$ cat config.mk
export PLATFORM = sky130hd
export DESIGN_NAME = mwc_random_with_bounded_index
export DESIGN_NICKNAME = d
export VERILOG_FILES = /design/src/rtl/mwc_pkg.sv /design/src/rtl/mwc_ctrl.sv /design/src/rtl/mwc_dp.sv /design/src/rtl/mwc_random_with_bounded_index.sv
export SDC_FILE = /design/constraint.sdc
export NUM_CORES = 1
export LEC_CHECK = 0
export ABC_AREA = 1
export BUFFER_PORTS_ARGS = -buffer_cell sky130_fd_sc_hd__buf_2
export CORE_UTILIZATION = 60
export DETAILED_ROUTE_END_ITERATION = 12
export GPL_TIMING_DRIVEN = 0
export MAX_ROUTING_LAYER = met4
export PLACE_DENSITY = 0.76
export SLEW_MARGIN = 40
export SYNTH_ARGS = -nofsm -noshare
export SYNTH_HDL_FRONTEND = slang
export SYNTH_HIERARCHICAL = 1
export SYNTH_SLANG_ARGS = --single-unit
$ cat constraint.sdc
create_clock -name clk -period 11.85 [get_ports clk]
set_input_delay 1.7775 -clock clk [delete_from_list [all_inputs] [get_ports clk]]
set_output_delay 1.7775 -clock clk [all_outputs]
set_load 0.02 [all_outputs]
$ cat src/rtl/mwc_pkg.sv
// Shared types, constants and codes for the multiply-with-carry generator block.
// No dependencies; used by every other file of the block.
package mwc_pkg;

	localparam int GEN_W   = 32;
	localparam int HALF_W  = 16;
	localparam int BOUND_W = 49;
	localparam int RES_W   = 48;
	localparam int CHUNK_W = HALF_W + 1;
	localparam int CNT_W   = 3;
	localparam int TRY_W   = 6;
	localparam int CFG_IDX_W = 1;

	localparam int BOUND_BITS = 48;

	localparam logic [BOUND_W-1:0] BOUND_LIMIT = BOUND_W'(1) << BOUND_BITS;
	localparam logic [HALF_W-1:0]  MULT_FIRST  = 16'd36969;
	localparam logic [HALF_W-1:0]  MULT_SECOND = 16'd18000;
	localparam logic [HALF_W-1:0]  LOW_ONES    = 16'hFFFF;
	localparam logic [CHUNK_W-1:0] CHUNK_FULL  = 17'h10000;
	localparam logic [GEN_W-1:0]   SEED_FIRST_RST  = 32'd1234;
	localparam logic [GEN_W-1:0]   SEED_SECOND_RST = 32'd5678;
	localparam logic [TRY_W-1:0]   TRY_LAST = 6'd63;

	localparam logic [CFG_IDX_W-1:0] REG_SEED_FIRST  = 1'd0;
	localparam logic [CFG_IDX_W-1:0] REG_SEED_SECOND = 1'd1;

	typedef enum logic [2:0] {
		ST_IDLE,
		ST_SETUP,
		ST_STEP,
		ST_ACC,
		ST_CHECK,
		ST_DONE
	} state_t;

	typedef struct packed {
		logic load;
		logic setup;
		logic step;
		logic acc;
		logic retry;
		logic res_word;
		logic res_value;
		logic res_zero;
		logic out_load;
	} dp_cmd_t;

	typedef struct packed {
		logic n_zero;
		logic cnt_last;
		logic hit;
		logic tries_last;
	} dp_status_t;

endpackage

$ cat src/rtl/mwc_ctrl.sv
// Controller: sequences load, generator steps, chunk accumulation and retries.
// Depends on mwc_pkg; drives mwc_dp through dp_cmd_t.
module mwc_ctrl (
	input  logic                clk,
	input  logic                arst_n,
	input  logic                in_valid,
	output logic                in_stall,
	input  logic                func,
	output logic                out_valid,
	input  logic                out_stall,
	input  mwc_pkg::dp_status_t status,
	output mwc_pkg::dp_cmd_t    cmd
);
	import mwc_pkg::*;

	state_t state_q, state_d;
	logic   func_q;
	logic   out_valid_q;

	always_ff @(posedge clk or negedge arst_n) begin
		if (!arst_n) begin
			state_q     <= ST_IDLE;
			func_q      <= 1'b0;
			out_valid_q <= 1'b0;
		end else begin
			state_q <= state_d;
			if (cmd.load) begin
				func_q <= func;
			end
			if (cmd.out_load) begin
				out_valid_q <= 1'b1;
			end else if (!out_stall) begin
				out_valid_q <= 1'b0;
			end
		end
	end

	always_comb begin
		state_d  = state_q;
		cmd      = '0;
		in_stall = 1'b1;
		case (state_q)
			ST_IDLE: begin
				in_stall = 1'b0;
				if (in_valid) begin
					cmd.load = 1'b1;
					state_d  = func ? ST_SETUP : ST_STEP;
				end
			end
			ST_SETUP: begin
				cmd.setup = 1'b1;
				if (status.n_zero) begin
					cmd.res_zero = 1'b1;
					state_d      = ST_DONE;
				end else begin
					state_d = ST_STEP;
				end
			end
			ST_STEP: begin
				cmd.step = 1'b1;
				if (func_q) begin
					state_d = ST_ACC;
				end else begin
					cmd.res_word = 1'b1;
					state_d      = ST_DONE;
				end
			end
			ST_ACC: begin
				cmd.acc = 1'b1;
				state_d = status.cnt_last ? ST_CHECK : ST_STEP;
			end
			ST_CHECK: begin
				if (status.hit) begin
					cmd.res_value = 1'b1;
					state_d       = ST_DONE;
				end else if (status.tries_last) begin
					cmd.res_zero = 1'b1;
					state_d      = ST_DONE;
				end else begin
					cmd.retry = 1'b1;
					state_d   = ST_STEP;
				end
			end
			ST_DONE: begin
				if (!out_valid_q || !out_stall) begin
					cmd.out_load = 1'b1;
					state_d      = ST_IDLE;
				end
			end
			default: begin
				state_d = ST_IDLE;
			end
		endcase
	end

	assign out_valid = out_valid_q;

endmodule

$ cat src/rtl/mwc_dp.sv
// Datapath: the two generators, bound clamp and mask, chunk accumulator,
// rejection test and output register. Depends on mwc_pkg; driven by mwc_ctrl.
module mwc_dp (
	input  logic                          clk,
	input  logic                          arst_n,
	input  mwc_pkg::dp_cmd_t              cmd,
	output mwc_pkg::dp_status_t           status,
	input  logic [mwc_pkg::BOUND_W-1:0]   bound,
	input  logic                          cfg_we,
	input  logic [mwc_pkg::CFG_IDX_W-1:0] cfg_index,
	input  logic [mwc_pkg::GEN_W-1:0]     cfg_wdata,
	output logic [mwc_pkg::RES_W-1:0]     result_value,
	output logic [mwc_pkg::GEN_W-1:0]     seed_first_now,
	output logic [mwc_pkg::GEN_W-1:0]     seed_second_now
);
	import mwc_pkg::*;

	function automatic logic [BOUND_W-1:0] smear(input logic [BOUND_W-1:0] x);
		logic [BOUND_W-1:0] r;
		r = x;
		for (int k = 0; k < 6; k++) begin
			r = r | (r >> (1 << k));
		end
		return r;
	endfunction

	logic [GEN_W-1:0]   gen_a_q, gen_b_q;
	logic [GEN_W-1:0]   a_next, b_next;
	logic [BOUND_W-1:0] n_q, mask_q, v_q, n_clamp, mask_new;
	logic [CNT_W-1:0]   chunks_q, cnt_q, chunks_new;
	logic [TRY_W-1:0]   tries_q;
	logic [CHUNK_W-1:0] chunk;
	logic [RES_W-1:0]   res_q, result_value_q;
	logic [GEN_W-1:0]   seed_first_q, seed_second_q;

	assign a_next = ({16'b0, MULT_FIRST} * {16'b0, gen_a_q[15:0]}) + {16'b0, gen_a_q[31:16]};
	assign b_next = ({16'b0, MULT_SECOND} * {16'b0, gen_b_q[15:0]}) + {16'b0, gen_b_q[31:16]};

	// word = {a[15:0], b[15:0]}; its top half is the chunk, all-ones word gives 2^16
	assign chunk = (gen_a_q[15:0] == LOW_ONES && gen_b_q[15:0] == LOW_ONES) ?
		CHUNK_FULL : {1'b0, gen_a_q[15:0]};

	assign n_clamp    = (bound > BOUND_LIMIT) ? BOUND_LIMIT : bound;
	assign mask_new   = smear(n_q - BOUND_W'(1));
	assign chunks_new = CNT_W'(1) + CNT_W'(mask_new[15]) + CNT_W'(mask_new[31])
		+ CNT_W'(mask_new[47]);

	assign status.n_zero     = (n_q == '0);
	assign status.cnt_last   = (cnt_q == CNT_W'(1));
	assign status.hit        = ((v_q & mask_q) < n_q);
	assign status.tries_last = (tries_q == TRY_LAST);

	always_ff @(posedge clk or negedge arst_n) begin
		if (!arst_n) begin
			gen_a_q  <= SEED_FIRST_RST;
			gen_b_q  <= SEED_SECOND_RST;
			chunks_q <= '0;
			cnt_q    <= '0;
			tries_q  <= '0;
		end else begin
			if (cfg_we) begin
				case (cfg_index)
					REG_SEED_FIRST:  gen_a_q <= cfg_wdata;
					REG_SEED_SECOND: gen_b_q <= cfg_wdata;
					default: ;
				endcase
			end else if (cmd.step) begin
				gen_a_q <= a_next;
				gen_b_q <= b_next;
			end
			if (cmd.setup) begin
				chunks_q <= chunks_new;
				cnt_q    <= chunks_new;
				tries_q  <= '0;
			end else if (cmd.retry) begin
				cnt_q   <= chunks_q;
				tries_q <= tries_q + TRY_W'(1);
			end else if (cmd.acc) begin
				cnt_q <= cnt_q - CNT_W'(1);
			end
		end
	end

	always_ff @(posedge clk) begin
		if (cmd.load) begin
			n_q <= n_clamp;
		end
		if (cmd.setup) begin
			mask_q <= mask_new;
		end
		if (cmd.setup || cmd.retry) begin
			v_q <= '0;
		end else if (cmd.acc) begin
			v_q <= (v_q << HALF_W) + BOUND_W'(chunk);
		end
		if (cmd.res_word) begin
			res_q <= RES_W'({a_next[15:0], b_next[15:0]});
		end else if (cmd.res_value) begin
			res_q <= RES_W'(v_q & mask_q);
		end else if (cmd.res_zero) begin
			res_q <= '0;
		end
		if (cmd.out_load) begin
			result_value_q <= res_q;
			seed_first_q   <= gen_a_q;
			seed_second_q  <= gen_b_q;
		end
	end

	assign result_value    = result_value_q;
	assign seed_first_now  = seed_first_q;
	assign seed_second_now = seed_second_q;

endmodule

$ cat src/rtl/mwc_random_with_bounded_index.sv
// Word request (func 0): a single generator step gives the word.
// Index request (func 1): zero for a zero bound; else each attempt accumulates 1..4 chunks,
// one generator step per chunk, then checks; at most 64 attempts. One request at a time;
// the next is taken while a finished result waits in the output register.
// Reset: generators return to 1234 and 5678, no result is pending.
// Top level: joins mwc_ctrl and mwc_dp; depends on mwc_pkg.
module mwc_random_with_bounded_index (
	input  logic                          clk,
	input  logic                          arst_n,
	input  logic                          in_valid,
	output logic                          in_stall,
	input  logic                          func,
	input  logic [mwc_pkg::BOUND_W-1:0]   bound,
	output logic                          out_valid,
	input  logic                          out_stall,
	output logic [mwc_pkg::RES_W-1:0]     result_value,
	output logic [mwc_pkg::GEN_W-1:0]     seed_first_now,
	output logic [mwc_pkg::GEN_W-1:0]     seed_second_now,
	input  logic                          cfg_we,
	input  logic [mwc_pkg::CFG_IDX_W-1:0] cfg_index,
	input  logic [mwc_pkg::GEN_W-1:0]     cfg_wdata
);
	import mwc_pkg::*;

	dp_cmd_t    cmd;
	dp_status_t status;

	mwc_ctrl u_ctrl (
		.clk       (clk),
		.arst_n    (arst_n),
		.in_valid  (in_valid),
		.in_stall  (in_stall),
		.func      (func),
		.out_valid (out_valid),
		.out_stall (out_stall),
		.status    (status),
		.cmd       (cmd)
	);

	mwc_dp u_dp (
		.clk             (clk),
		.arst_n          (arst_n),
		.cmd             (cmd),
		.status          (status),
		.bound           (bound),
		.cfg_we          (cfg_we),
		.cfg_index       (cfg_index),
		.cfg_wdata       (cfg_wdata),
		.result_value    (result_value),
		.seed_first_now  (seed_first_now),
		.seed_second_now (seed_second_now)
	);

endmodule

==> results.py, run 1 <==
metrics = {
    "synthesis": {
        "synth_seq_cells": 388,
        "ys_warn_count": 6,
        "ys_async_sr_fraction": 0.209,
        "synth_top_cell_by_area": "edfxtp_1",
        "syn-cell-area_sq_mm": 0.0270,
        "synth_cell_types": 54,
        "synth_edf_count": 242,
        "yosys-top-cells-area": "edfxtp_1, ha_1, nand2_1",
        "syn_avg_cell_area_sq_um": 8.59,
        "yosysSeqAreaShare": 0.392,
        "syn_nets": 3637,
        "yosys.area.top_type_share": 0.269,
        "netlist_instances": 3150,
        "ys.flop_type": "edfxtp_1",
    },
    "timing": {
        "finalMaxSlewViolations": 0,
        "skew_ps": 14.9,
        "maxSlewHeadroom": 0.407,
        "rsz0062_at_grt": "no",
        "min_period_over_period": 0.504,
        "finalHoldViolations": 0,
        "setup_viol": 0,
        "period_needed_ps": 5970,
        "max_freq_mhz": 168,
        "tns_ps": 0,
        "tightestPinTransition_ps": 890,
    },
    "grt": {
        "met1_usage": 0.496,
        "met2_usage": 0.568,
        "grt_use_met3": 0.0824,
        "grt_pass1_vias": 22600,
        "grt-ovfl-total": 0,
        "grt_max_degree": 50,
        "antenna_found_initial": 1,
        "grt.total_usage": 0.384,
        "grt_pass1_wl_um": 129000,
        "grt-busiest-layer": "met2",
    },
    "worst_setup_path": {
        "cp_slowest_stage_delay_ps": 730,
        "critPathKind": "flip-flop to flip-flop",
        "worstPathMaxFanout": 7,
        "crit_family": "adder cells",
        "slowest_stage": "dfrtp_1",
        "cp_common_cell": "nand2_1",
        "ff2ff_setup_slack_ps": 5880,
        "cp.required_ps": 12320,
        "cp-end-kind": "flip-flop",
        "path_buf_inv": 5,
        "worstPathArrival_ps": 6430,
        "startpoint_type": "flip-flop",
    },
    "finish": {
        "final_common_cell": "nand2_1",
        "utilization": 0.685,
        "final_cell_mix": "nand2_1, inv_1, nor2_1",
        "nets": 3892,
        "finalNonFillerCells": 4031,
        "area_growth_pct": 12.3,
        "drive_gt1_frac": 0.110,
    },
    "clock_network": {
        "cts_buffers": 42,
        "postCtsSetupBuffers": 0,
        "cts.sinks": 388,
        "clk_latency_ps": 580,
        "postCtsResizedCells": 0,
        "cts_tree": "done",
        "clockBufferDepth": 3,
        "ctsHtreeMaxLevel": 2,
        "hold_buffers": 0,
        "clockRootBuffer": "clkbuf_16",
        "clkTransAtPathRegs_ps": 60,
    },
    "floorplanning": {
        "die_w_um": 214,
        "dieArea_sq_mm": 0.0459,
        "rows": 77,
        "core_sq_mm": 0.0443,
        "initial_core_util": 0.610,
        "num_io_pins": 202,
        "die_h_um": 214,
    },
    "detailed_routing": {
        "final_antenna_net_count": 0,
        "drc": 0,
        "finalWirelength_um": 84900,
        "drt_iter0_drc": 2443,
        "via_per_inst": 5.77,
        "wire_per_inst_um": 21.1,
        "firstDrtPassIters": 6,
        "vias": 23300,
    },
    "place": {
        "port_buffers": 201,
        "hpwlAfterDp_um": 69900,
        "dp.cells": 3953,
        "routabilityCongestion": 1.07,
    },
    "worst_hold_path": {
        "hold_path.class": "flip-flop to flip-flop",
    },
    "job": {
        "drv_cap": 0,
    },
    "run_status": {
        "outcome": "complete, no violations",
    },
}
## Yosys cell counts, types with 17 or more instances
library cell,count
xor2_1,65
nand3_1,149
nor2_2,21
o21ai_0,126
nand2_1,621
or2_2,17
dfrtp_1,69
nor3_1,36
inv_1,547
ha_1,311
a21oi_1,117
fa_1,88
nor2_1,331
nand4_1,63
a31oi_1,41
dfxtp_1,65
edfxtp_1,242
o22ai_1,31
clkbuf_1,48
## registers in the layout (all words and copies together), names as in the netlist
register	flops
u_ctrl/func_q	1
u_dp/v_q	49
u_ctrl/state_q	3
u_dp/cnt_q	3
u_dp/chunks_q	3
u_dp/result_value	48
u_dp/gen_b_q	32
u_dp/tries_q	6
u_dp/gen_a_q	32
u_dp/seed_second_now	32
u_ctrl/out_valid	1
u_dp/n_q	49
u_dp/seed_first_now	32
u_dp/mask_q	49
u_dp/res_q	48
## cell families (layout without fill, tap and decap cells)
kind of cell | Yosys count | after routing | share of synthesized area
AOI/OAI and AO/OA | 370 | 370 | 0.0773
DFF | 388 | 388 | 0.392
other | 0 | 1 | 0
buffers and inverters | 613 | 901 | 0.0860
xor gates and xnor gates | 79 | 79 | 0.0256
and+or+nand+nor | 1301 | 1301 | 0.210
adders and majority gates | 399 | 399 | 0.209
## final timing paths
| check | startpoint | depth (start not counted) | endpoint |
|---|---|---|---|
| setup / recovery | u_dp/gen_b_q[4]$_DFFE_PN0P_ | 27 | u_dp/gen_b_q[30]$_DFFE_PN0P_ |
| hold / removal | u_dp/res_q[16]$_DFFE_PP_ | 0 | u_dp/result_value[16]$_DFFE_PP_ |
| setup reg to reg | u_dp/gen_b_q[4]$_DFFE_PN0P_ | 27 | u_dp/gen_b_q[30]$_DFFE_PN0P_ |
| hold reg to reg | u_dp/res_q[16]$_DFFE_PP_ | 0 | u_dp/result_value[16]$_DFFE_PP_ |
| max in group asynchronous | arst_n | 2 | u_dp/gen_b_q[1]$_DFFE_PN1P_ |
| min in group asynchronous | arst_n | 1 | u_dp/gen_a_q[20]$_DFFE_PN0P_ |
## area by class of cell
class | instances | area (sq um)
flip-flops and latches | 388 | 10600
clock inverters | 22 | 190
plain buffers | 55 | 229
well taps | 592 | 741
fillers | 3638 | 13900
clock buffers | 55 | 1150
diodes | 1 | 2.50
inverters | 558 | 2100
multi-input cells | 2149 | 14100
repair buffers | 211 | 1220
## layer usage
metal	up-vias	routed length, um	part of all wire
li1	10900	-	-
met1	10900	34300	0.40
met2	1211	36600	0.43
met3	253	8640	0.10
met4	0	5260	0.062
met5	-	0	0
## through the flow
stage / hold WS (ps) / setup slack (ps) / instance area (sq um)
after floorplan: 400 / 4680 / 27000
after global placement: 403 / 2500 / 28800
after detailed placement: 405 / 5970 / 29000
after CTS: 412 / 5960 / 30400
after global routing: 415 / 5560 / 30400
final: 414 / 5880 / 30400
Power of run 1 is left out: the tool's default activity adds up to more than one toggle a clock period on the data nets, which glitch-free logic cannot reach.
==> inputs of run 2 (changes only) <==
- clock period: 11.85 -> 5.89 ns (I/O delays scaled with it)
==> results.py, run 2 (synthesis results as in run 1) <==
metrics = {
    "run_status": {
        "outcome": "complete, no violations",
    },
    "clock_network": {
        "cts.sinks": 388,
        "clkTransAtPathRegs_ps": 60,
        "clockRootBuffer": "clkbuf_16",
        "hold_buffers": 0,
        "clk_latency_ps": 590,
        "cts_buffers": 42,
        "ctsHtreeMaxLevel": 2,
        "clockBufferDepth": 3,
        "cts_tree": "done",
    },
    "finish": {
        "area_growth_pct": 13.4,
        "largestRegisters": "u_dp/mask_q x49, u_dp/n_q x49, u_dp/v_q x49",
        "nets": 3899,
        "drive_gt1_frac": 0.116,
        "final_cell_mix": "nand2_1, inv_1, nor2_1",
        "n_fill_cell": 3492,
        "finalNonFillerCells": 4040,
        "final_common_cell": "nand2_1",
        "utilization": 0.692,
    },
    "grt": {
        "grt.total_usage": 0.393,
        "antenna_found_initial": 2,
        "grt_max_degree": 65,
        "grt-ovfl-total": 0,
        "grt_pass1_wl_um": 132000,
        "grt_pass1_vias": 23000,
    },
    "timing": {
        "tightestPinTransition_ps": 955,
        "skew_ps": 16.2,
        "rsz0062_at_grt": "no",
        "finalMaxSlewViolations": 0,
        "max_freq_mhz": 173,
        "min_period_over_period": 0.981,
        "tns_ps": 0,
        "setup_viol": 0,
        "finalHoldViolations": 0,
        "maxSlewHeadroom": 0.359,
        "period_needed_ps": 5780,
    },
    "worst_setup_path": {
        "reg2reg_from": "u_dp/gen_a_q[14]$_DFFE_PN0P_",
        "worstPathArrival_ps": 6280,
        "cp-startpoint": "u_dp/gen_a_q[14]$_DFFE_PN0P_",
        "cp.required_ps": 6400,
        "rr_worst_depth": 20,
        "critPathKind": "flip-flop to flip-flop",
        "worstPathMaxFanout": 9,
        "cp-end-kind": "flip-flop",
        "r2r-end": "u_dp/gen_a_q[31]$_DFFE_PN0P_",
        "ff2ff_setup_slack_ps": 110,
        "startpoint_type": "flip-flop",
        "path_cells": "inv_1, ha_1, inv_1, ha_1, inv_1, fa_1, inv_1, fa_1, fa_1, ha_1, ha_1, nand2_1, nor3_1, nand4_1, nand3_1, a21o_1, nand2_1, nand3b_1, nand3_1, a21oi_1",
        "endpoint": "u_dp/gen_a_q[31]$_DFFE_PN0P_",
        "crit_family": "adder cells",
        "path_depth": 20,
        "slowest_stage": "dfrtp_1",
        "cp_slowest_stage_delay_ps": 770,
        "path_buf_inv": 4,
    },
    "floorplanning": {
        "num_io_pins": 202,
        "initial_core_util": 0.610,
        "dieArea_sq_mm": 0.0459,
        "die_w_um": 214,
        "die_h_um": 214,
        "rows": 77,
        "core_sq_mm": 0.0443,
    },
    "place": {
        "routabilityCongestion": 1.07,
        "port_buffers": 201,
        "dp.cells": 3953,
        "hpwlAfterDp_um": 71700,
    },
    "detailed_routing": {
        "drc": 0,
        "via_per_inst": 5.84,
        "final_antenna_net_count": 0,
        "finalWirelength_um": 87700,
        "wire_per_inst_um": 21.7,
        "vias": 23600,
        "firstDrtPassIters": 8,
        "drt_iter0_drc": 2502,
    },
    "job": {
        "drv_cap": 0,
    },
    "worst_hold_path": {
        "hold_path.class": "input port to async pin",
    },
}
-- run 2: worst reg2reg max path, cell delays in order, from the launching register on --
cell and delay (ps):
dfrtp_1 770, inv_1 300, ha_1 360, inv_1 40
ha_1 260, inv_1 50, fa_1 510, inv_1 60
fa_1 490, fa_1 470, ha_1 300, ha_1 410
nand2_1 200, nor3_1 380, nand4_1 160, nand3_1 180
a21o_1 200, nand2_1 80, nand3b_1 80, nand3_1 190
a21oi_1 210
-- run 2: final cells by class --
type	instances	area (sq um)	area share
Timing Repair Buffer	218	1320	0.0429
Buffer	55	229	0.00747
Clock buffer	55	1180	0.0386
Inverter	558	2100	0.0686
Antenna cell	2	5.00	0.000163
Tap cell	592	741	0.0241
Clock inverter	23	307	0.00999
Sequential cell	388	10600	0.346
Multi-Input combinational cell	2149	14200	0.462
-- run 2: repair_timing --
| action | in CTS | in global routing |
|---|---|---|
| resized for setup | 3 | 11 |
| endpoints found under the setup margin | 4 | 14 |
| cloned | 0 | 0 |
| setup buffers | 3 | 4 |
| hold endpoints to repair | 0 | 0 |
-- run 2: worst min-delay path by stage --
stage / endpoint / startpoint / depth (start not counted) / slack [ps]
floorplan: u_dp/result_value[0]$_DFFE_PP_ / u_dp/res_q[0]$_DFFE_PP_ / 0 / 400
global placement: u_dp/result_value[2]$_DFFE_PP_ / u_dp/res_q[2]$_DFFE_PP_ / 0 / 410
detailed placement: u_dp/result_value[14]$_DFFE_PP_ / u_dp/res_q[14]$_DFFE_PP_ / 0 / 400
CTS: u_dp/tries_q[1]$_DFFE_PN0P_ / arst_n / 1 / 120
global route: u_dp/tries_q[1]$_DFFE_PN0P_ / arst_n / 1 / 130
finish: u_dp/tries_q[1]$_DFFE_PN0P_ / arst_n / 1 / 130
-- run 2: through the flow --
step	worst slack, ps	instance area (sq um)	hold WS (ps)
floorplan	872	27100	400
global placement	-133	28800	405
detailed placement	-199	29100	405
CTS	67.6	30600	116
global route	4.48	30700	131
finish	115	30700	134
-- run 2: metal layers --
| layer | global-route usage | share of wire | up-vias |
|---|---|---|---|
| li1 | - | - | 10900 |
| met1 | 0.491 | 0.40 | 11200 |
| met2 | 0.615 | 0.46 | 1237 |
| met3 | 0.0738 | 0.093 | 284 |
| met4 | 0.194 | 0.056 | 0 |
| met5 | - | 0 | - |
Power of run 2 is left out for the same reason.
